`config.mk`:
```
export PLATFORM = sky130hd
export DESIGN_NAME = bmp_24bit_stream_decoder
export DESIGN_NICKNAME = d
export VERILOG_FILES = /design/src/rtl/bsd_pkg.sv /design/src/rtl/bsd_out_queue.sv /design/src/rtl/bsd_core.sv /design/src/rtl/bmp_24bit_stream_decoder.sv
export SDC_FILE = /design/constraint.sdc
export NUM_CORES = 2
export LEC_CHECK = 0
export ABC_AREA = 1
export BUFFER_PORTS_ARGS = -buffer_cell sky130_fd_sc_hd__buf_2
export CAP_MARGIN = 20
export CORE_ASPECT_RATIO = 1.75
export CORE_MARGIN = 2
export CORE_UTILIZATION = 60
export CTS_BUF_LIST = sky130_fd_sc_hd__clkbuf_2
export DETAILED_ROUTE_END_ITERATION = 10
export GPL_ROUTABILITY_DRIVEN = 1
export GPL_TIMING_DRIVEN = 1
export PLACE_DENSITY = 0.81
export SLEW_MARGIN = 0
export SYNTH_ARGS = -nofsm -noshare
export SYNTH_HDL_FRONTEND = slang
export SYNTH_SLANG_ARGS = --single-unit
export TNS_END_PERCENT = 20
```
`constraint.sdc`:
```
create_clock -name i_clk -period 7.9 [get_ports i_clk]
set_input_delay 0.395 -clock i_clk [delete_from_list [all_inputs] [get_ports i_clk]]
set_output_delay 0.395 -clock i_clk [all_outputs]
set_load 0.01 [all_outputs]
```
`src/rtl/bsd_pkg.sv`:
```
// Shared types and constants for the 24-bit BMP stream decoder.
`timescale 1ns / 1ps

package bsd_pkg;

    typedef enum logic [2:0] {
        PH_HEADER,
        PH_SKIP,
        PH_PIXELS,
        PH_DONE,
        PH_FAILED
    } t_phase;

    typedef enum logic [2:0] {
        ERR_MAGIC  = 3'd0,
        ERR_HEADER = 3'd1,
        ERR_SIZE   = 3'd2,
        ERR_OFFSET = 3'd3,
        ERR_DECL   = 3'd4,
        ERR_TRUNC  = 3'd5,
        ERR_NONE   = 3'd7
    } t_err;

    typedef enum logic [1:0] {
        KIND_PIXEL = 2'd0,
        KIND_OK    = 2'd1,
        KIND_FAIL  = 2'd2
    } t_kind;

    localparam int RGBA_W = 32;
    localparam int POS_W  = 15;

    typedef struct packed {
        t_kind              kind;
        logic [RGBA_W-1:0]  pixel_rgba;
        logic [POS_W-1:0]   column;
        logic [POS_W-1:0]   row;
        t_err               error_code;
    } t_result;

    // res0 carries a pixel, res1 the end-of-file status
    typedef struct packed {
        logic    push0;
        t_result res0;
        logic    push1;
        t_result res1;
    } t_core_out;

    // header byte indices at which a little-endian field is complete
    localparam logic [31:0] HDR_IDX_MAGIC    = 32'd1;
    localparam logic [31:0] HDR_IDX_FSIZE    = 32'd5;
    localparam logic [31:0] HDR_IDX_OFFSET   = 32'd13;
    localparam logic [31:0] HDR_IDX_INFO     = 32'd17;
    localparam logic [31:0] HDR_IDX_WIDTH    = 32'd21;
    localparam logic [31:0] HDR_IDX_HEIGHT   = 32'd25;
    localparam logic [31:0] HDR_IDX_BPP      = 32'd29;
    localparam logic [31:0] HDR_IDX_COMPRESS = 32'd33;
    localparam logic [31:0] HDR_IDX_LAST     = 32'd53;

    localparam logic [15:0] MAGIC_BM       = 16'h4D42;
    localparam logic [31:0] INFO_SIZE      = 32'd40;
    localparam logic [15:0] BPP_24         = 16'd24;
    localparam logic [31:0] HDR_MIN_OFFSET = 32'd54;
    localparam logic [7:0]  ALPHA_FF       = 8'hFF;

    localparam int OQ_DEPTH = 4;
    localparam int OQ_PTR_W = $clog2(OQ_DEPTH);
    localparam int OQ_CNT_W = $clog2(OQ_DEPTH + 1);

endpackage

```
`src/rtl/bsd_out_queue.sv`:
```
// Result queue: takes up to two results a cycle, hands out one while i_ready is high.
`timescale 1ns / 1ps

module bsd_out_queue import bsd_pkg::*; (
    input  logic                i_clk,
    input  logic                i_rst_n,
    input  t_core_out           i_push,
    output logic                o_valid,
    input  logic                i_ready,
    output t_result             o_head,
    output logic [OQ_CNT_W-1:0] o_count
);

    t_result               r_mem [OQ_DEPTH];
    logic [OQ_PTR_W-1:0]   r_wp, n_wp;
    logic [OQ_PTR_W-1:0]   r_rp, n_rp;
    logic [OQ_CNT_W-1:0]   r_count, n_count;
    logic [OQ_PTR_W-1:0]   w_wp1;
    logic                  w_pop;

    assign w_wp1   = r_wp + OQ_PTR_W'(1);
    assign o_valid = (r_count != '0);
    assign w_pop   = o_valid && i_ready;
    assign o_head  = r_mem[r_rp];
    assign o_count = r_count;

    always_comb begin
        n_wp    = r_wp + OQ_PTR_W'(i_push.push0) + OQ_PTR_W'(i_push.push1);
        n_rp    = r_rp + OQ_PTR_W'(w_pop);
        n_count = r_count + OQ_CNT_W'(i_push.push0) + OQ_CNT_W'(i_push.push1)
                  - OQ_CNT_W'(w_pop);
    end

    always_ff @(posedge i_clk) begin
        if (i_push.push0 && i_push.push1) begin
            r_mem[r_wp]  <= i_push.res0;
            r_mem[w_wp1] <= i_push.res1;
        end else if (i_push.push0) begin
            r_mem[r_wp] <= i_push.res0;
        end else if (i_push.push1) begin
            r_mem[r_wp] <= i_push.res1;
        end
    end

    always_ff @(posedge i_clk) begin
        if (!i_rst_n) begin
            r_wp    <= '0;
            r_rp    <= '0;
            r_count <= '0;
        end else begin
            r_wp    <= n_wp;
            r_rp    <= n_rp;
            r_count <= n_count;
        end
    end

endmodule

```
`src/rtl/bsd_core.sv`:
```
// Header parsing, checks, pixel assembly and end-of-file status.
`timescale 1ns / 1ps

module bsd_core import bsd_pkg::*; #(
    parameter int MAX_SIDE   = 32768,
    parameter int MAX_PIXELS = 67108864
) (
    input  logic       i_clk,
    input  logic       i_rst_n,
    input  logic       i_fire,
    input  logic [7:0] i_data_byte,
    input  logic       i_end_of_file,
    output t_core_out  o_out
);

    localparam int SW  = $clog2(MAX_SIDE + 1);
    localparam int RSW = SW + 2;
    localparam int DSW = RSW + SW;
    localparam logic [31:0]        MAX_SIDE_U   = 32'(MAX_SIDE);
    localparam logic signed [31:0] NEG_MAX_SIDE = 32'(-MAX_SIDE);
    localparam logic [31:0]        MAX_PIX_U    = 32'(MAX_PIXELS);

    t_phase          r_phase, n_phase;
    logic [31:0]     r_byte_count, n_byte_count;
    logic [31:0]     r_gather, n_gather;
    logic [31:0]     r_declared, n_declared;
    logic [31:0]     r_offset, n_offset;
    logic [SW-1:0]   r_width, n_width;
    logic [SW-1:0]   r_height, n_height;
    logic            r_rev, n_rev;
    t_err            r_fault, n_fault;
    logic [SW-1:0]   r_col, n_col;
    logic [SW-1:0]   r_row, n_row;
    logic [1:0]      r_bip, n_bip;
    logic [7:0]      r_blue, n_blue;
    logic [7:0]      r_green, n_green;
    logic [1:0]      r_pad, n_pad;
    logic [DSW-1:0]  r_data_size;

    logic [31:0]     w_v;
    logic            w_enter_pix;
    logic            w_in_pixels;
    logic            w_hdr_last;
    t_err            w_note;
    t_err            w_fault_after;
    logic            w_neg;
    logic            w_side_ok;
    logic [SW-1:0]   w_mag;
    logic [2*SW-1:0] w_area;
    logic [31:0]     w_room;
    logic [RSW-1:0]  w_row_size;
    logic [DSW-1:0]  w_data_size;
    logic [SW-1:0]   w_col_inc;
    logic [SW-1:0]   w_row_inc;
    logic            w_row_end;
    logic            w_rows_done;
    logic            w_pix_out;
    logic [SW-1:0]   w_dst;
    t_phase          w_phase_step;
    t_err            w_status;

    assign w_v         = {i_data_byte, r_gather[31:8]};
    assign w_enter_pix = (r_phase == PH_SKIP) && (r_byte_count >= r_offset);
    assign w_in_pixels = (r_phase == PH_PIXELS) || w_enter_pix;
    assign w_hdr_last  = (r_byte_count == HDR_IDX_LAST);
    assign w_neg       = w_v[31];
    assign w_side_ok   = w_neg ? ($signed(w_v) >= NEG_MAX_SIDE)
                               : ((w_v != '0) && (w_v <= MAX_SIDE_U));
    assign w_mag       = w_neg ? (SW'(0) - w_v[SW-1:0]) : w_v[SW-1:0];
    assign w_area      = r_width * w_mag;
    assign w_room      = r_declared - r_offset;
    assign w_row_size  = (RSW'({r_width, 1'b0}) + RSW'(r_width) + RSW'(3)) & ~RSW'(3);
    assign w_data_size = w_row_size * r_height;
    assign w_col_inc   = r_col + SW'(1);
    assign w_row_inc   = r_row + SW'(1);
    assign w_dst       = r_rev ? (r_height - SW'(1) - r_row) : r_row;
    assign w_fault_after = (w_note < r_fault) ? w_note : r_fault;

    // header field capture and checks
    always_comb begin
        n_gather   = r_gather;
        n_declared = r_declared;
        n_offset   = r_offset;
        n_width    = r_width;
        n_height   = r_height;
        n_rev      = r_rev;
        w_note     = ERR_NONE;
        if (r_phase == PH_HEADER) begin
            n_gather = w_v;
            unique case (r_byte_count)
                HDR_IDX_MAGIC: begin
                    if (w_v[31:16] != MAGIC_BM) w_note = ERR_MAGIC;
                end
                HDR_IDX_FSIZE:  n_declared = w_v;
                HDR_IDX_OFFSET: n_offset = w_v;
                HDR_IDX_INFO: begin
                    if (w_v != INFO_SIZE) w_note = ERR_HEADER;
                end
                HDR_IDX_WIDTH: begin
                    if (w_v[31] || (w_v == '0) || (w_v > MAX_SIDE_U)) begin
                        w_note  = ERR_SIZE;
                        n_width = '0;
                    end else begin
                        n_width = w_v[SW-1:0];
                    end
                end
                HDR_IDX_HEIGHT: begin
                    n_rev = !w_neg;
                    if (!w_side_ok) begin
                        w_note   = ERR_SIZE;
                        n_height = '0;
                    end else begin
                        n_height = w_mag;
                        if (32'(w_area) > MAX_PIX_U) w_note = ERR_SIZE;
                    end
                end
                HDR_IDX_BPP: begin
                    if (w_v[31:16] != BPP_24) w_note = ERR_HEADER;
                end
                HDR_IDX_COMPRESS: begin
                    if (w_v != '0) w_note = ERR_HEADER;
                end
                HDR_IDX_LAST: begin
                    if (r_offset < HDR_MIN_OFFSET) begin
                        w_note = ERR_OFFSET;
                    end else if ((r_declared != '0) && ((r_offset > r_declared) ||
                                 (64'(r_data_size) > 64'(w_room)))) begin
                        w_note = ERR_DECL;
                    end
                end
                default: ;
            endcase
        end
        n_fault = w_fault_after;
    end

    // pixel assembly and padding skip
    always_comb begin
        n_col     = r_col;
        n_row     = r_row;
        n_bip     = r_bip;
        n_blue    = r_blue;
        n_green   = r_green;
        n_pad     = r_pad;
        w_row_end = 1'b0;
        w_pix_out = 1'b0;
        if (w_in_pixels) begin
            if (r_pad != '0) begin
                n_pad     = r_pad - 2'd1;
                w_row_end = (r_pad == 2'd1);
            end else begin
                unique case (r_bip)
                    2'd0: begin
                        n_blue = i_data_byte;
                        n_bip  = 2'd1;
                    end
                    2'd1: begin
                        n_green = i_data_byte;
                        n_bip   = 2'd2;
                    end
                    default: begin
                        w_pix_out = 1'b1;
                        n_bip     = 2'd0;
                        n_col     = w_col_inc;
                        if (w_col_inc >= r_width) begin
                            n_pad     = r_width[1:0];
                            w_row_end = (r_width[1:0] == 2'd0);
                        end
                    end
                endcase
            end
            if (w_row_end) begin
                n_col = '0;
                n_row = w_row_inc;
            end
        end
        w_rows_done = w_row_end && (w_row_inc >= r_height);
    end

    always_comb begin
        w_phase_step = r_phase;
        unique case (r_phase)
            PH_HEADER: begin
                if (w_hdr_last) begin
                    w_phase_step = (w_fault_after != ERR_NONE) ? PH_FAILED : PH_SKIP;
                end
            end
            PH_SKIP: begin
                if (w_enter_pix) w_phase_step = w_rows_done ? PH_DONE : PH_PIXELS;
            end
            PH_PIXELS: begin
                if (w_rows_done) w_phase_step = PH_DONE;
            end
            PH_DONE, PH_FAILED: ;
            default: w_phase_step = PH_HEADER;
        endcase
        n_phase = w_phase_step;
    end

    always_comb begin
        n_byte_count = (r_byte_count == '1) ? r_byte_count : r_byte_count + 32'd1;
    end

    // results
    always_comb begin
        priority if (w_fault_after != ERR_NONE) begin
            w_status = w_fault_after;
        end else if (w_phase_step != PH_DONE) begin
            w_status = ERR_TRUNC;
        end else if ((r_declared != '0) &&
                     (({1'b0, r_byte_count} + 33'd1) < {1'b0, r_declared})) begin
            w_status = ERR_TRUNC;
        end else begin
            w_status = ERR_NONE;
        end

        o_out.push0           = i_fire && w_pix_out;
        o_out.res0.kind       = KIND_PIXEL;
        o_out.res0.pixel_rgba = {i_data_byte, r_green, r_blue, ALPHA_FF};
        o_out.res0.column     = POS_W'(r_col);
        o_out.res0.row        = POS_W'(w_dst);
        o_out.res0.error_code = ERR_MAGIC;   // cleared field

        o_out.push1           = i_fire && i_end_of_file;
        o_out.res1.kind       = (w_status == ERR_NONE) ? KIND_OK : KIND_FAIL;
        o_out.res1.pixel_rgba = '0;
        o_out.res1.column     = '0;
        o_out.res1.row        = '0;
        o_out.res1.error_code = (w_status == ERR_NONE) ? ERR_MAGIC : w_status;
    end

    always_ff @(posedge i_clk) begin
        r_data_size <= w_data_size;
    end

    // the last byte of a file returns the decoder to its reset state
    always_ff @(posedge i_clk) begin
        if (!i_rst_n || (i_fire && i_end_of_file)) begin
            r_phase      <= PH_HEADER;
            r_byte_count <= '0;
            r_gather     <= '0;
            r_declared   <= '0;
            r_offset     <= '0;
            r_width      <= '0;
            r_height     <= '0;
            r_rev        <= 1'b1;
            r_fault      <= ERR_NONE;
            r_col        <= '0;
            r_row        <= '0;
            r_bip        <= '0;
            r_blue       <= '0;
            r_green      <= '0;
            r_pad        <= '0;
        end else if (i_fire) begin
            r_phase      <= n_phase;
            r_byte_count <= n_byte_count;
            r_gather     <= n_gather;
            r_declared   <= n_declared;
            r_offset     <= n_offset;
            r_width      <= n_width;
            r_height     <= n_height;
            r_rev        <= n_rev;
            r_fault      <= n_fault;
            r_col        <= n_col;
            r_row        <= n_row;
            r_bip        <= n_bip;
            r_blue       <= n_blue;
            r_green      <= n_green;
            r_pad        <= n_pad;
        end
    end

endmodule

```
`src/rtl/bmp_24bit_stream_decoder.sv`:
```
// Top level of the 24-bit BMP stream decoder: input register, core and result queue.
`timescale 1ns / 1ps

// Channel  Handshake                 Payload
// input    i_in_valid / o_in_ready   i_data_byte, i_end_of_file
// output   o_out_valid / i_out_ready o_kind, o_pixel_rgba, o_column, o_row, o_error_code
//
// One file byte is taken each cycle while o_in_ready is high. A byte is held
// in the input register, is decoded, and its results enter a four-entry queue;
// the first result is offered once it is written there. The last byte of a
// file can give two results, so the input register only advances while the
// queue has two free entries. Reset is synchronous and needs no clearing pass.

module bmp_24bit_stream_decoder import bsd_pkg::*; #(
    parameter int MAX_SIDE   = 32768,
    parameter int MAX_PIXELS = 67108864
) (
    input  logic              i_clk,
    input  logic              i_rst_n,
    input  logic              i_in_valid,
    output logic              o_in_ready,
    input  logic [7:0]        i_data_byte,
    input  logic              i_end_of_file,
    output logic              o_out_valid,
    input  logic              i_out_ready,
    output logic [1:0]        o_kind,
    output logic [RGBA_W-1:0] o_pixel_rgba,
    output logic [POS_W-1:0]  o_column,
    output logic [POS_W-1:0]  o_row,
    output logic [2:0]        o_error_code
);

    localparam logic [OQ_CNT_W-1:0] ROOM_LIMIT = OQ_CNT_W'(OQ_DEPTH - 2);

    logic                r_in_valid;
    logic [7:0]          r_in_byte;
    logic                r_in_eof;
    logic                w_fire;
    t_core_out           w_core;
    t_result             w_head;
    logic [OQ_CNT_W-1:0] w_count;

    assign w_fire     = r_in_valid && (w_count <= ROOM_LIMIT);
    assign o_in_ready = !r_in_valid || w_fire;

    always_ff @(posedge i_clk) begin
        if (!i_rst_n) begin
            r_in_valid <= 1'b0;
        end else if (o_in_ready) begin
            r_in_valid <= i_in_valid;
        end
    end

    always_ff @(posedge i_clk) begin
        if (o_in_ready && i_in_valid) begin
            r_in_byte <= i_data_byte;
            r_in_eof  <= i_end_of_file;
        end
    end

    bsd_core #(
        .MAX_SIDE   (MAX_SIDE),
        .MAX_PIXELS (MAX_PIXELS)
    ) u_core (
        .i_clk         (i_clk),
        .i_rst_n       (i_rst_n),
        .i_fire        (w_fire),
        .i_data_byte   (r_in_byte),
        .i_end_of_file (r_in_eof),
        .o_out         (w_core)
    );

    bsd_out_queue u_queue (
        .i_clk   (i_clk),
        .i_rst_n (i_rst_n),
        .i_push  (w_core),
        .o_valid (o_out_valid),
        .i_ready (i_out_ready),
        .o_head  (w_head),
        .o_count (w_count)
    );

    assign o_kind       = w_head.kind;
    assign o_pixel_rgba = w_head.pixel_rgba;
    assign o_column     = w_head.column;
    assign o_row        = w_head.row;
    assign o_error_code = w_head.error_code;

    a_eof_gives_status: assert property (@(posedge i_clk) disable iff (!i_rst_n)
        (w_fire && r_in_eof) |-> w_core.push1)
        else $error("last byte without a status result");

    a_status_only_on_eof: assert property (@(posedge i_clk) disable iff (!i_rst_n)
        (w_fire && !r_in_eof) |-> (!w_core.push1 && !w_core.push1 == 1'b1))
        else $error("status result before the last byte");

    a_queue_bound: assert property (@(posedge i_clk) disable iff (!i_rst_n)
        w_count <= OQ_CNT_W'(OQ_DEPTH))
        else $error("result queue overflow");

    a_status_offered: assert property (@(posedge i_clk) disable iff (!i_rst_n)
        w_core.push1 |=> o_out_valid)
        else $error("status result not offered");

endmodule
```
Word-level counts from Yosys, hierarchy flattened --
Memory sizes are Yosys's and may differ from the RTL's. A register that Yosys moved wholly into a read port is not among the register bits. Index checks and enable logic that the tools add are counted.
Word-level totals: logic and storage cells 183, memories kept 1, bits in registers 268, memory bits (writable) 268, output and inout bits 69, bits of input ports 13
Memory list:
- u_queue.r_mem | depth 4, bits a word 67, read ports 1, clocked after Yosys merged registers in 1, write ports 2, line bsd_out_queue.sv:14 | t_result r_mem [OQ_DEPTH];
Operators by class: bitwise gates (word level) 4, equality and inequality tests 25, add/subtract/negate cells 18, reduce and logical (&&, ||, !) cells 43, multiplexer cells 55, multiply operators 2, magnitude comparators 13
Operator list (count):
- 2-to-1 mux 67 bit | 2
- equality test 32 x 5 -> 1 bit (second input constant) | 4
- 2-to-1 mux 16 bit | 6
- equality test 32 x 6 -> 1 bit (second input constant) | 2
- multiplier 16 x 16 -> 32 bit | 2
- nonzero test 32 bit | 2
- 2-to-1 mux 3 bit | 17
- > comparator 34 x 32 -> 1 bit | 1
- adder 32 x 1 -> 33 bit (second input constant) | 1
- less-than comparator 33 x 32 -> 1 bit | 1
- adder 16 x 1 -> 16 bit (second input constant) | 2
- adder 32 x 1 -> 32 bit (second input constant) | 1
- equality test 32 x 1 -> 1 bit (second input constant) | 1
- equality test 32 x 3 -> 1 bit (second input constant) | 1
- equality test 32 bit (second input constant) | 1
- equality test 32 x 4 -> 1 bit (second input constant) | 1
- >= comparator 16 bit | 2
- >= comparator 32 x 16 -> 1 bit (second input constant) | 1
- >= comparator 32 bit | 1
- > comparator 32 x 16 -> 1 bit (second input constant) | 1
- > comparator 32 x 27 -> 1 bit (second input constant) | 1
- > comparator 32 bit | 1
- <= comparator 32 x 16 -> 1 bit (second input constant) | 1
- logical NOT 32 bit | 1
- other kinds (44) | 106

Logic depth before layout (Yosys ltp) --
depth in word-level cells 20, depth in mapped cells 56, mapped depth without buffers 55

Modules after synthesis --
Synthesis repeated with hierarchy kept, for this count alone.
Second synthesis, totals: cells, all modules 6534, area total of the unflattened synthesis 49999.2 µm²
By module, submodules not included:
- bsd_core | times used 1, cells each 4582, area each 34063.9 µm², seq. area each 4864.7 µm²
- bsd_out_queue | times used 1, cells each 1932, area each 15596.2 µm², seq. area each 8187.9 µm²
- bmp_24bit_stream_decoder | times used 1, cells each 20, area each 339.1 µm², seq. area each 290.3 µm²

Worst setup path before layout --
OpenSTA, ideal clock, no wires.
kind flip-flop to flip-flop, start point register u_core.r_gather[9], end point memory u_queue.r_mem[0][0] in the netlist's numbering (data pin), clock period less this slack 8.290 ns, setup slack -0.390 ns, data arrival time 8.033 ns, cell stages (with the launch flop) 48, required time 7.643 ns, setup time 0.257 ns, cell sequence dfxtp_1 inv_1 ha_1 inv_1 nor2_1 nand2_1 nor2_1 inv_1 o21ai_0 or2_2 nand2_1 inv_1 clkbuf_1 nand2_1 fa_1 inv_1 fa_1 fa_1 [... 12 more ...] nand2_1 nand2_1 a21oi_1 xnor2_1 nand2_1 nand2_1 nand2_1 ha_1 a21oi_1 nand2_1 nand2_1 nand2_1 inv_2 nor2_2 nand2_2 nand4_4 nand2_1 nor2_1
RTL lines:
- from (decl) | line bsd_core.sv:25 | logic [31:0] r_gather, n_gather;
- from (signal assigned) | line bsd_core.sv:257 | r_gather <= n_gather;
- to (decl) | line bsd_out_queue.sv:14

==> metrics <==
leak pwr=between 20 and 25 nW; post-synthesis mux area share=0; grt met3 use=0.07022; final worst slack=-0.2989 ns; busiest grt layer=met2; grt met1 use=0.3720; total power=7.861 mW; Worst Tran Pin Value=1.057 ns; number of synthesized register bits=500; Setup crit start kind=flop; Clk pwr share=0.211; total I/O pin count=slightly above 80; Min-Delay Path Class=input port to flop; largest cells by area after synthesis=dfxtp_1, fa_1, ha_1; period utilisation layout=1.038; Pwr Density=155.2 mW/mm^2; post-DP HPWL=about 110000 um; failing checks=negative setup slack; # nets final=about 7.0k; cell-internal power=approximately 4.5 mW; warnings from Yosys=0; TritonRoute pass-1 iters=9; largest family of logic cells by synthesized area=adder cells; Post-Synth Simple-Gate Area=0.2099; CTS root buffer=clkbuf_2; Adder-Cell Fraction of Synth Area=0.3002; CTS sink cnt=500; Syn Inst Count=between 5k and 6k; Final setup viols=27; Yosys cell types=57; slowest stage delay, CP=between 0.5 and 0.6 ns; GRT overflow=0; routed len/inst=around 21 um; Port Buffer Count=81; Fmax achieved=around 0.12 GHz; share of cells above drive strength 1=0.1697; CTS Buffer Depth=3; Max-slew headroom=0.2940; Synth area leader=dfxtp_1; via count=42.89k; vias in the first global route=43.98k; CTS Buf Count=around 110; GR Util All Layers=0.3934; Worst EP arrival=between 9 and 10 ns; endpoints failing hold=0; power share of the sequential group=0.384; crit path time final=8.199 ns; fin. max-slew vios=0; area grow syn2layout=15.86%; most instantiated cells after synthesis=nand2_1, inv_1, nor2_1, dfxtp_1, o21ai_0; Die Height=about 360 um; CTS clk-pin slew, worst paths=0.13 ns; CP Capture Type=flop; CP Class=flop to flop; EDFF count, synth=29; NetSw=about 3.4 mW; CP max stage cell=fa_1; Synth Area in Compound Gates=0.1230; fillers=around 6k; GRT met2 Usage=0.7065; placement row count=between 100 and 150; Required @ worst endpoint=around 8.9 ns; CTS tree=done; clk_skew=between 0.1 and 0.15 ns; routed vias/inst=slightly below 6; average size of a mapped cell=7.518 um^2; first-pass GRT wire length=between 200000 and 250000 um; status=complete, but fails checks; DRT iter0 DRCs=~3.4k; pin count of the biggest net entering global routing=between 90 and 100; routed wire length=about 150000 um; xor-xnor portion of the synthesized cell area=0.02785; H-tree Lvls=3; Die ar.=between 0.07 and 0.08 mm^2; Post-Syn Nets=around 6.6k; initial antenna violation count=6; share of the synthesized area in the top cell type=0.2157; Final TNS setup=-4.803 ns; switch share=0.4271; Post-synth ARST share=0; Synth Cell Area=0.04371 mm^2; IR drop worst, VDD=around 0.14 mV; area of the core=about 0.072 mm^2; die width=208.0 um; max-cap violations=0; Top cell by count, worst path=nand2_2; worst slack, placed=-0.8365 ns; ys flop type=dfxtp_1; Initial Util=0.6033; register area share after synthesis=0.2356; RSZ-0062 raised after global routing=yes; combinational power share=0.405; Post-DRT Antenna Nets=0; DR DRC count=0; clk_lat worst skew=roughly 1.4 ns; count leader, synth=nand2_1; gpl congestion=slightly above 1; CP max FO=5; hold path cells=4; reg2reg path depth=50
==> critical path, delay by kind of cell (launching register included) <==
| family | cells | cell delay (ns) |
|---|---|---|
| flops | 1 | 0.34 |
| buf+inv | 9 | 0.55 |
| fa+ha+maj | 9 | 3.86 |
| simple gates | 28 | 2.46 |
| compound gates | 3 | 0.54 |
| xor+xnor | 1 | 0.16 |
==> area by class of cell <==
type | instances | area (um^2) | area share
Multi-Input combinational cell | 4125 | 30520 | 0.6026
Sequential cell | 500 | 10320 | 0.2037
Timing Repair Buffer | 529 | 4103 | 0.08101
Inverter | 938 | 3561 | 0.07032
Tap cell | 931 | 1165 | 0.02300
Clock buffer | 151 | 755.7 | 0.01492
Clock inverter | 39 | 203.9 | 0.004027
Antenna cell | 7 | 17.52 | 0.0003459
==> flip-flops by register name, summed over array words and instances (netlist names), 2 cells and up <==
signal               cells
u_core.r_declared       32
u_core.r_height         16
u_core.r_green           8
u_queue.r_wp             2
u_core.r_phase           3
u_queue.o_count          3
u_core.r_data_size      32
u_core.r_row            16
u_queue.r_mem          240
u_core.r_byte_count     32
u_queue.r_rp             2
u_core.r_col            16
u_core.r_gather         24
u_core.r_fault           3
u_core.r_bip             2
u_core.r_offset         32
u_core.r_blue            8
u_core.r_pad             2
r_in_byte                8
u_core.r_width          16
==> cell usage in the layout (no fill, tap or decap), drive strengths merged, types with 9 or more instances in the layout <==
cell type	count
a211oi	99
a21oi	299
a22oi	9
buf	505
clkbuf	151
clkinv	45
dfxtp	471
dlygate4sd3	24
edfxtp	29
fa	393
ha	420
inv	930
nand2	1035
nand3	352
nand4	53
nor2	650
nor3	55
nor4	27
o211ai	10
o21ai	440
o21bai	9
o22ai	60
or2	21
xnor2	32
xor2	107
==> metal layers <==
layer / vias up / routed length [um] / part of all wire
li1: 19500 / - / -
met1: 20330 / 47960 / 0.32
met2: 2148 / 74500 / 0.49
met3: 908 / 10460 / 0.069
met4: 0 / 17600 / 0.12
met5: - / 0 / 0
==> logic make-up (layout without fill, tap and decap cells) <==
group	after synthesis	in the layout
AND/OR/NAND/NOR	2203	2203
buffers and inverters	1189	1657
AO/OA/AOI/OAI	970	970
adder cells (fa/ha/maj)	813	813
flip-flops	500	500
XOR/XNOR	139	139
other	0	7
==> power by group through the flow <==
stage	Clock, mW	Combinational (mW)	Sequential, mW
final	1.66	3.19	3.02
after global routing	1.78	3.42	3.04
after CTS	1.67	3.07	3.00
after detailed placement	0	2.95	3.06
after global placement	0	2.90	3.05
after floorplan	0	1.76	2.96
==> worst paths after layout <==
check | slack (ns) | end | startpoint
setup / recovery | -0.30 | u_queue.r_mem[1][0]$_DFFE_PP_ | u_core.r_gather[9]$_SDFFE_PP0P_
hold / removal | 0.11 | u_queue.r_wp[1]$_SDFF_PN0_ | i_rst_n
setup reg to reg | -0.30 | u_queue.r_mem[1][0]$_DFFE_PP_ | u_core.r_gather[9]$_SDFFE_PP0P_
hold reg to reg | 0.47 | u_core.r_blue[4]$_SDFFE_PP0P_ | u_core.r_blue[4]$_SDFFE_PP0P_
==> per-stage QoR <==
stage	cell area (um^2)	cells	hold slack, ns	util
3_3_place_gp	47460	6957	0.4471	0.6551
6_report	50640	7220	0.1126	0.6990
5_1_grt	50630	7216	0.08632	0.6989
2_1_floorplan	43780	5814	0.4339	-
4_1_cts	49770	7195	0.003250	0.6870
3_5_place_dp	47460	6957	0.4481	0.6551
==> what timing repair did <==
item	CTS	global route
cloned	0	0
pin swaps	158	123
endpoints found under the hold margin	78	0
endpoints found under the setup margin	40	40
resized for setup	245	186
hold buffers	24	0
buffers inserted	24	19
No activity file was read; power rests on OpenSTA's default activity.
